File: config.mk
export PLATFORM = sky130hd
export DESIGN_NAME = sorted_wakeup_timer_queue_core
export DESIGN_NICKNAME = d
export VERILOG_FILES = /design/src/rtl/swtq_pkg.sv /design/src/rtl/swtq_mem.sv /design/src/rtl/sorted_wakeup_timer_queue_core.sv
export SDC_FILE = /design/constraint.sdc
export NUM_CORES = 2
export LEC_CHECK = 0
export BUFFER_PORTS_ARGS = -buffer_cell sky130_fd_sc_hd__buf_2
export CAP_MARGIN = 25
export CORE_AREA = 2 2 447 316
export DETAILED_ROUTE_END_ITERATION = 16
export DIE_AREA = 0 0 449 318
export GPL_TIMING_DRIVEN = 0
export REMOVE_ABC_BUFFERS = 1
export SETUP_SLACK_MARGIN = 0.5
export SLEW_MARGIN = 20
export SYNTH_ARGS = -nofsm -noshare
export SYNTH_HDL_FRONTEND = slang
export SYNTH_SLANG_ARGS = --single-unit
File: constraint.sdc
create_clock -name i_clk -period 11.95 [get_ports i_clk]
set_input_delay 0 -clock i_clk [delete_from_list [all_inputs] [get_ports i_clk]]
set_output_delay 0 -clock i_clk [all_outputs]
set_load 0.005 [all_outputs]
File: src/rtl/swtq_pkg.sv
// Shared types and codes for the sorted wake-up timer queue.
package swtq_pkg;

    localparam int QUEUE_DEPTH_DEF = 16;
    localparam int MAX_RESULTS     = 16;

    localparam logic [1:0] KIND_ACK   = 2'd0;
    localparam logic [1:0] KIND_WOKEN = 2'd1;
    localparam logic [1:0] KIND_IDLE  = 2'd2;

    localparam logic [1:0] ST_OK      = 2'd0;
    localparam logic [1:0] ST_IGNORED = 2'd1;
    localparam logic [1:0] ST_FULL    = 2'd2;

    localparam logic OP_TICK  = 1'b0;
    localparam logic OP_SLEEP = 1'b1;

    typedef struct packed {
        logic               operation;
        logic [7:0]         thread_id;
        logic signed [31:0] sleep_ticks;
    } t_in_item;

    typedef struct packed {
        logic [1:0]  kind;
        logic [7:0]  woken_id;
        logic [1:0]  status;
        logic [62:0] tick_now;
        logic        last;
    } t_out_item;

    typedef struct packed {
        logic [63:0] wake;
        logic [7:0]  id;
    } t_entry;

endpackage

File: src/rtl/swtq_mem.sv
// Queue entry storage: one write port, one registered read port.
module swtq_mem #(
    parameter int DEPTH = swtq_pkg::QUEUE_DEPTH_DEF,
    parameter int AW    = 4
) (
    input  logic                  i_clk,
    input  logic                  i_we,
    input  logic [AW-1:0]         i_waddr,
    input  swtq_pkg::t_entry      i_wdata,
    input  logic [AW-1:0]         i_raddr,
    output swtq_pkg::t_entry      o_rdata
);
    import swtq_pkg::*;

    t_entry r_mem [DEPTH];
    t_entry r_rdata;

    always_ff @(posedge i_clk) begin
        if (i_we) begin
            r_mem[i_waddr] <= i_wdata;
        end
        r_rdata <= r_mem[i_raddr];
    end

    assign o_rdata = r_rdata;

endmodule

File: src/rtl/sorted_wakeup_timer_queue_core.sv
// Top level of the sorted wake-up timer queue: sequencer, tick counter, output register.
//
// Input channel (i_in_valid / o_in_stall / i_in_data): a request is either a
// tick or a sleep request. Output channel (o_out_valid / i_out_stall /
// o_out_data): every request gives one or more results, the final one with
// last set. A sleep request gives one acknowledgment; a tick gives one result
// per woken thread (at most MAX_RESULTS) or one idle result.
// Entries live in a circular buffer memory with a single registered read port,
// walked by one compare unit, a read and then a compare for each entry.
// After a request is taken, o_in_stall stays high until the sequencer is back
// in S_IDLE: an ignored or dropped sleep request goes straight to S_EMIT; an
// insert passes S_INS_RD and S_INS_CMP for each entry that it moves; a tick
// passes S_POP_RD and S_POP_CMP for each entry it checks and S_EMIT for each
// result. Each result is valid in the cycle after the S_EMIT that loads it.
// The last result sits in the output register, so the next request is taken
// while it still waits. When the receiver stalls, the sequencer holds in
// S_EMIT before loading its next result, until the output register is free.
// Reset (i_rst_n low, synchronous) clears the tick counter and empties the
// queue; no memory clearing pass is needed.
module sorted_wakeup_timer_queue_core #(
    parameter int QUEUE_DEPTH = swtq_pkg::QUEUE_DEPTH_DEF
) (
    input  logic                  i_clk,
    input  logic                  i_rst_n,
    input  logic                  i_in_valid,
    output logic                  o_in_stall,
    input  swtq_pkg::t_in_item    i_in_data,
    output logic                  o_out_valid,
    input  logic                  i_out_stall,
    output swtq_pkg::t_out_item   o_out_data
);
    import swtq_pkg::*;

    localparam int AW  = (QUEUE_DEPTH > 1) ? $clog2(QUEUE_DEPTH) : 1;
    localparam int CW  = $clog2(QUEUE_DEPTH + 1);
    localparam int NPW = $clog2(MAX_RESULTS + 1);

    typedef enum logic [2:0] {
        S_IDLE,
        S_INS_RD,
        S_INS_CMP,
        S_POP_RD,
        S_POP_CMP,
        S_EMIT
    } t_state;

    t_state           r_state;
    logic [63:0]      r_tick;
    logic [AW-1:0]    r_head;
    logic [CW-1:0]    r_occ;
    logic [CW-1:0]    r_idx;
    logic [NPW-1:0]   r_npop;
    logic [63:0]      r_wake;
    logic [7:0]       r_id;
    logic [7:0]       r_pend_id;
    logic             r_have_pend;
    t_out_item        r_res;
    t_out_item        r_out;
    logic             r_out_valid;

    logic             mem_we;
    logic [AW-1:0]    mem_waddr;
    logic [AW-1:0]    mem_raddr;
    t_entry           mem_wdata;
    t_entry           mem_rdata;
    t_entry           new_entry;
    logic [64:0]      wake_sum;
    logic [63:0]      wake_sat;
    logic             slot_free;
    logic             in_accept;
    logic             more_due;
    t_out_item        final_res;
    t_out_item        n_out;
    logic             n_out_valid;

    function automatic logic [AW-1:0] addr_add(input logic [AW-1:0] base,
                                               input logic [CW-1:0] off);
        logic [CW:0] s;
        s = (CW+1)'(base) + (CW+1)'(off);
        if (s >= (CW+1)'(QUEUE_DEPTH)) begin
            s = s - (CW+1)'(QUEUE_DEPTH);
        end
        return AW'(s);
    endfunction

    swtq_mem #(
        .DEPTH (QUEUE_DEPTH),
        .AW    (AW)
    ) u_mem (
        .i_clk   (i_clk),
        .i_we    (mem_we),
        .i_waddr (mem_waddr),
        .i_wdata (mem_wdata),
        .i_raddr (mem_raddr),
        .o_rdata (mem_rdata)
    );

    assign in_accept = i_in_valid && !o_in_stall;
    assign slot_free = !r_out_valid || !i_out_stall;
    assign new_entry = '{wake: r_wake, id: r_id};
    assign wake_sum  = {1'b0, r_tick} + {33'b0, i_in_data.sleep_ticks[31:0]};
    assign wake_sat  = wake_sum[64] ? {64{1'b1}} : wake_sum[63:0];
    assign more_due  = (r_occ != '0) && (r_npop != NPW'(MAX_RESULTS));
    assign n_out_valid = ((r_state == S_EMIT) && slot_free) || (r_out_valid && i_out_stall);

    always_comb begin
        n_out          = r_res;
        n_out.tick_now = r_tick[62:0];
    end

    always_comb begin
        final_res = '0;
        final_res.last = 1'b1;
        final_res.status = ST_OK;
        if (r_have_pend) begin
            final_res.kind     = KIND_WOKEN;
            final_res.woken_id = r_pend_id;
        end else begin
            final_res.kind     = KIND_IDLE;
            final_res.woken_id = 8'd0;
        end
    end

    always_comb begin
        mem_we    = 1'b0;
        mem_waddr = r_head;
        mem_wdata = new_entry;
        mem_raddr = r_head;
        unique case (r_state)
            S_INS_RD: begin
                if (r_idx == '0) begin
                    mem_we    = 1'b1;
                    mem_waddr = r_head;
                end else begin
                    mem_raddr = addr_add(r_head, CW'(r_idx - 1'b1));
                end
            end
            S_INS_CMP: begin
                mem_we    = 1'b1;
                mem_waddr = addr_add(r_head, r_idx);
                mem_wdata = (mem_rdata.wake > r_wake) ? mem_rdata : new_entry;
            end
            default: begin
            end
        endcase
    end

    always_ff @(posedge i_clk) begin
        if (!i_rst_n) begin
            r_state     <= S_IDLE;
            r_tick      <= '0;
            r_head      <= '0;
            r_occ       <= '0;
            r_idx       <= '0;
            r_npop      <= '0;
            r_have_pend <= 1'b0;
            r_out_valid <= 1'b0;
        end else begin
            r_out_valid <= n_out_valid;
            unique case (r_state)
                S_IDLE: begin
                    if (in_accept) begin
                        if (i_in_data.operation == OP_SLEEP) begin
                            r_res.kind     <= KIND_ACK;
                            r_res.woken_id <= i_in_data.thread_id;
                            r_res.last     <= 1'b1;
                            r_id           <= i_in_data.thread_id;
                            r_wake         <= wake_sat;
                            r_idx          <= r_occ;
                            if (i_in_data.sleep_ticks <= 32'sd0) begin
                                r_res.status <= ST_IGNORED;
                                r_state      <= S_EMIT;
                            end else if (r_occ == CW'(QUEUE_DEPTH)) begin
                                r_res.status <= ST_FULL;
                                r_state      <= S_EMIT;
                            end else begin
                                r_res.status <= ST_OK;
                                r_state      <= S_INS_RD;
                            end
                        end else begin
                            r_tick      <= r_tick + 64'd1;
                            r_npop      <= '0;
                            r_have_pend <= 1'b0;
                            r_state     <= S_POP_RD;
                        end
                    end
                end
                S_INS_RD: begin
                    if (r_idx == '0) begin
                        r_occ   <= r_occ + 1'b1;
                        r_state <= S_EMIT;
                    end else begin
                        r_state <= S_INS_CMP;
                    end
                end
                S_INS_CMP: begin
                    if (mem_rdata.wake > r_wake) begin
                        r_idx   <= r_idx - 1'b1;
                        r_state <= S_INS_RD;
                    end else begin
                        r_occ   <= r_occ + 1'b1;
                        r_state <= S_EMIT;
                    end
                end
                S_POP_RD: begin
                    if (more_due) begin
                        r_state <= S_POP_CMP;
                    end else begin
                        r_res   <= final_res;
                        r_state <= S_EMIT;
                    end
                end
                S_POP_CMP: begin
                    if (mem_rdata.wake <= r_tick) begin
                        r_head      <= (r_head == AW'(QUEUE_DEPTH - 1)) ? '0 : r_head + 1'b1;
                        r_occ       <= r_occ - 1'b1;
                        r_npop      <= r_npop + 1'b1;
                        r_pend_id   <= mem_rdata.id;
                        r_have_pend <= 1'b1;
                        if (r_have_pend) begin
                            r_res.kind     <= KIND_WOKEN;
                            r_res.woken_id <= r_pend_id;
                            r_res.status   <= ST_OK;
                            r_res.last     <= 1'b0;
                            r_state        <= S_EMIT;
                        end else begin
                            r_state <= S_POP_RD;
                        end
                    end else begin
                        r_res   <= final_res;
                        r_state <= S_EMIT;
                    end
                end
                S_EMIT: begin
                    if (slot_free) begin
                        r_out   <= n_out;
                        r_state <= r_res.last ? S_IDLE : S_POP_RD;
                    end
                end
                default: begin
                    r_state <= S_IDLE;
                end
            endcase
        end
    end

    assign o_in_stall  = (r_state != S_IDLE);
    assign o_out_valid = r_out_valid;
    assign o_out_data  = r_out;

    a_occ_bound: assert property (@(posedge i_clk) disable iff (!i_rst_n)
        r_occ <= CW'(QUEUE_DEPTH))
        else $error("queue occupancy above depth");

    a_pop_nonempty: assert property (@(posedge i_clk) disable iff (!i_rst_n)
        (r_state == S_POP_CMP) |-> (r_occ != '0))
        else $error("pop compare on empty queue");

    a_pop_limit: assert property (@(posedge i_clk) disable iff (!i_rst_n)
        r_npop <= NPW'(MAX_RESULTS))
        else $error("too many wakeups in one tick");

    a_tick_step: assert property (@(posedge i_clk) disable iff (!i_rst_n)
        (in_accept && i_in_data.operation == OP_TICK) |=> (r_tick == $past(r_tick) + 64'd1))
        else $error("tick counter did not advance");

endmodule
==> summary.md <==
| Metric | Value |
|---|---|
| RR Endpoint | `r_wake[10]` |
| Die Y | `318 um` |
| Synth area leaders | `edfxtp_1 64%, mux4_2 10%, dfxtp_1 5.2%` |
| Total track usage | `roughly 22%` |
| Crit end category | `flop` |
| Die footprint | `143,000 um2` |
| Top Ports | `123` |
| Skew-Pair Late Insertion Delay | `approximately 0.76 ns` |
| Mux cell area share after synthesis | `about 12%` |
| Hold endpoint | `r_wake[14]` |
| Post-synth EDFFs | `1,321` |
| Crit path DAT | `5.94 ns` |
| Status | `complete, no violations` |
| VDD IR-drop max | `0.145 mV` |
| Worst hold start | `i_in_data[14]` |
| Post-DP HPWL | `approximately 110,000 um` |
| Initial DRT Pass Iterations | `7` |
| Setup Buffers After CTS | `0` |
| Top_reg_cell synth | `edfxtp_1` |
| Largest net degree at the start of global routing | `70` |
| Worst slew pin tran | `1.14 ns` |
| Rel. slew slack | `23.3%` |
| R2R Setup Slk | `6.64 ns` |
| M1 WL | `72,300 um` |
| Main combinational cell family by area after synthesis | `multiplexers` |
| H-Tree Depth | `4` |
| Syn Area/Cell | `roughly 17 um2` |
| Final #Nets | `4,322` |
| Fmax | `188 MHz` |
| Die width | `~450 um` |
| Routed length per instance | `around 26 um` |
| Final Wtd Congestion | `0.858` |
| Final period utilization | `between 40% and 50%` |
| Ys async rst share | `0%` |
| CTS Root Cell | `clkbuf_16` |
| Yosys warning count | `0` |
| CTS tree | `built` |
| Rows | `roughly 120` |
| PD cells | `201 nW/um2` |
| Post-route setup TNS | `0 ns` |
| XOR/XNOR Fraction of Synth Area | `under 10%` |
| Final min period | `around 5.3 ns` |
| Core area | `between 100,000 and 150,000 um2` |
| Metal3 WL | `around 9900 um` |
| Initial Util | `~44%` |
| Vias | `between 30,000 and 40,000` |
| Initial drt markers | `3,470` |
| Clock-pin slew on the worst setup and hold paths | `around 0.06 ns` |
| Post-Synth Simple-Gate Area | `6.00%` |
| CP Max Fanout | `20` |
| Area growth syn-to-layout | `19.4%` |
| Unrepaired setup endpoints after global routing | `no` |
| First-pass GRT wire length | `230,000 um` |
| Most frequent cell after synthesis | `edfxtp_1` |
| Post-route DRC | `0` |
| Max-cap viol count | `0` |
| Port bufs | `about 120` |
| Synth cell count leaders | `1,321 x edfxtp_1, 288 x mux4_2, 233 x nand2_1, 192 x a21oi_1, 174 x ha_1` |
| Worst R2R Start | `r_tick[0]` |
| Initial antenna violation count | `1` |
| Post-synthesis compound-gate area fraction | `5.47%` |
| Final hold violations | `0` |
| Register area share after synthesis | `a little over two thirds` |
| Adder-cell area share of the yosys netlist | `3.65%` |
| Setup Skew | `0.0213 ns` |
| Power, Total | `about 15 mW` |
| Total wire length | `156,000 um` |
| Slew Limit Fails | `0` |
| Cells after Synth | `3,714` |
| CP Launch Type | `flop` |
| Synth top area share | `64.2%` |
| Antenna Nets Post-Route | `0` |
| CTS Sinks | `between 1,000 and 1,500` |
| DR WL met2 | `70,700 um` |
| WHS Path Cells | `5` |
| Vias in the first global route | `roughly 34,000` |
| Longest Clk Path Bufs | `3` |
| Cell taking the most area after synthesis | `edfxtp_1` |
| Post-Syn Area | `61,800 um2` |
| Critical path required time | `about 13 ns` |
| Number of buffers created by CTS | `140` |
| Share of cells above drive strength 1 | `21.8%` |
| Worst r2r path cells | `13` |
| LEAKAGE | `25.6 nW` |
| Synth unique cells | `84` |
| # setup viols final | `0` |
| Critical path class | `flop to flop` |
| Via density | `5.66` |
| Total grt overflow | `0` |
| Top Layer Used | `met4` |
| FF+latch count, synth | `~1,500` |
| HP Class | `primary input to flop` |
-- timing repair --
item | in CTS | in global routing
endpoints found under the hold margin | 187 | 0
resized for setup | 0 | 0
hold buffers | 62 | 0
-- through the flow --
| stage | cells | setup WS [ns] | instance area [um2] | util, % | hold slack (ns) |
|---|---|---|---|---|---|
| 2_1_floorplan | 3556 | -17.43 | 61100 | - | 0.0989 |
| 3_3_place_gp | 5550 | -30.62 | 64100 | 46.1 | 0.206 |
| 3_5_place_dp | 5741 | 7.00 | 68400 | 49.2 | 0.204 |
| 4_1_cts | 6053 | 6.81 | 73600 | 53.0 | 0.0341 |
| 5_1_grt | 6080 | 6.43 | 73800 | 53.1 | 0.0861 |
| 6_report | 6080 | 6.64 | 73800 | 53.1 | 0.104 |
-- power breakdown --
group          leakage, nW  internal (mW)  switching (mW)
combinational         10.1           1.89            1.92
clock                 2.27           2.61            1.89
sequential            13.3           6.25           0.240
-- worst max-delay path by stage --
stage | end | cells past startpoint | startpoint | slack, ns
floorplan | u_mem.o_rdata[0] | 9 | r_idx[1] | -17.43
CTS | r_wake[10] | 13 | r_tick[0] | 6.81
finish | r_wake[10] | 13 | r_tick[0] | 6.64
detailed placement | u_mem.r_mem[13][60] | 13 | r_wake[23] | 7.00
global placement | u_mem.o_rdata[67] | 9 | r_idx[0] | -30.62
global route | r_wake[10] | 13 | r_tick[0] | 6.43
-- final cells by class --
cell class,instances,area (um2)
Antenna cell,1,2.50
Clock buffer,194,3990
Clock inverter,56,618
Fill cell,11000,65200
Inverter,158,593
Multi-Input combinational cell,1917,17900
Sequential cell,1481,42900
Tap cell,1872,2340
Timing Repair Buffer,401,5540
-- cells by family (layout without fill, tap and decap cells) --
kind of cell,Yosys count,after routing
XOR/XNOR,96,96
buffers and inverters,316,809
AO/OA/AOI/OAI,550,550
flip-flops,1481,1481
other,0,1
multiplexers,383,383
AND/OR/NAND/NOR,710,710
adder cells (fa/ha/maj),178,178
-- metal layers --
metal / track usage, % / vias up
met1: 32.9 / 17700
met2: 33.0 / 1140
li1: - / 15400
met4: 5.85 / 0
met3: 3.90 / 202
met5: 0 / -
-- cell usage in the layout (no fill, tap or decap), drive strengths merged, types with 33 or more instances in the layout --
cell type,count
edfxtp,1321
nor2b,88
o21ai,135
dlygate4sd3,62
nand3,51
inv,160
clkbuf,202
mux2i,81
and2,71
clkinv,38
a21o,33
nor2,88
xnor2,81
a21oi,193
a211oi,81
ha,174
nand4,40
dfxtp,160
buf,331
nand2,236
mux4,288
nor3,33
-- sequential cells by signal, summed over array words and instances, names as in the netlist --
| register | flops |
|---|---|
| r_occ | 5 |
| u_mem.o_rdata | 72 |
| r_wake | 64 |
| n_out | 13 |
| u_mem.r_mem | 1152 |
| r_pend_id | 8 |
| o_out_valid | 1 |
| o_out_data | 76 |
| r_tick | 64 |
| r_id | 8 |
| r_head | 4 |
| r_have_pend | 1 |
| r_npop | 5 |
| r_idx | 5 |
| r_state | 3 |
-- critical path, cell delays in order, from the launching register on --
cell           delay, ns
dfxtp_1             0.49
ha_1                0.24
inv_1               0.06
fa_1                0.40
nor2b_1             0.25
o31a_1              0.20
o31ai_1             0.10
a211oi_1            0.72
o2111ai_1           0.47
a21oi_2             0.77
nand3_2             0.51
buf_16              0.33
nand3_1             0.08
dlygate4sd3_1       0.53
(Power assumes the default switching activity.)
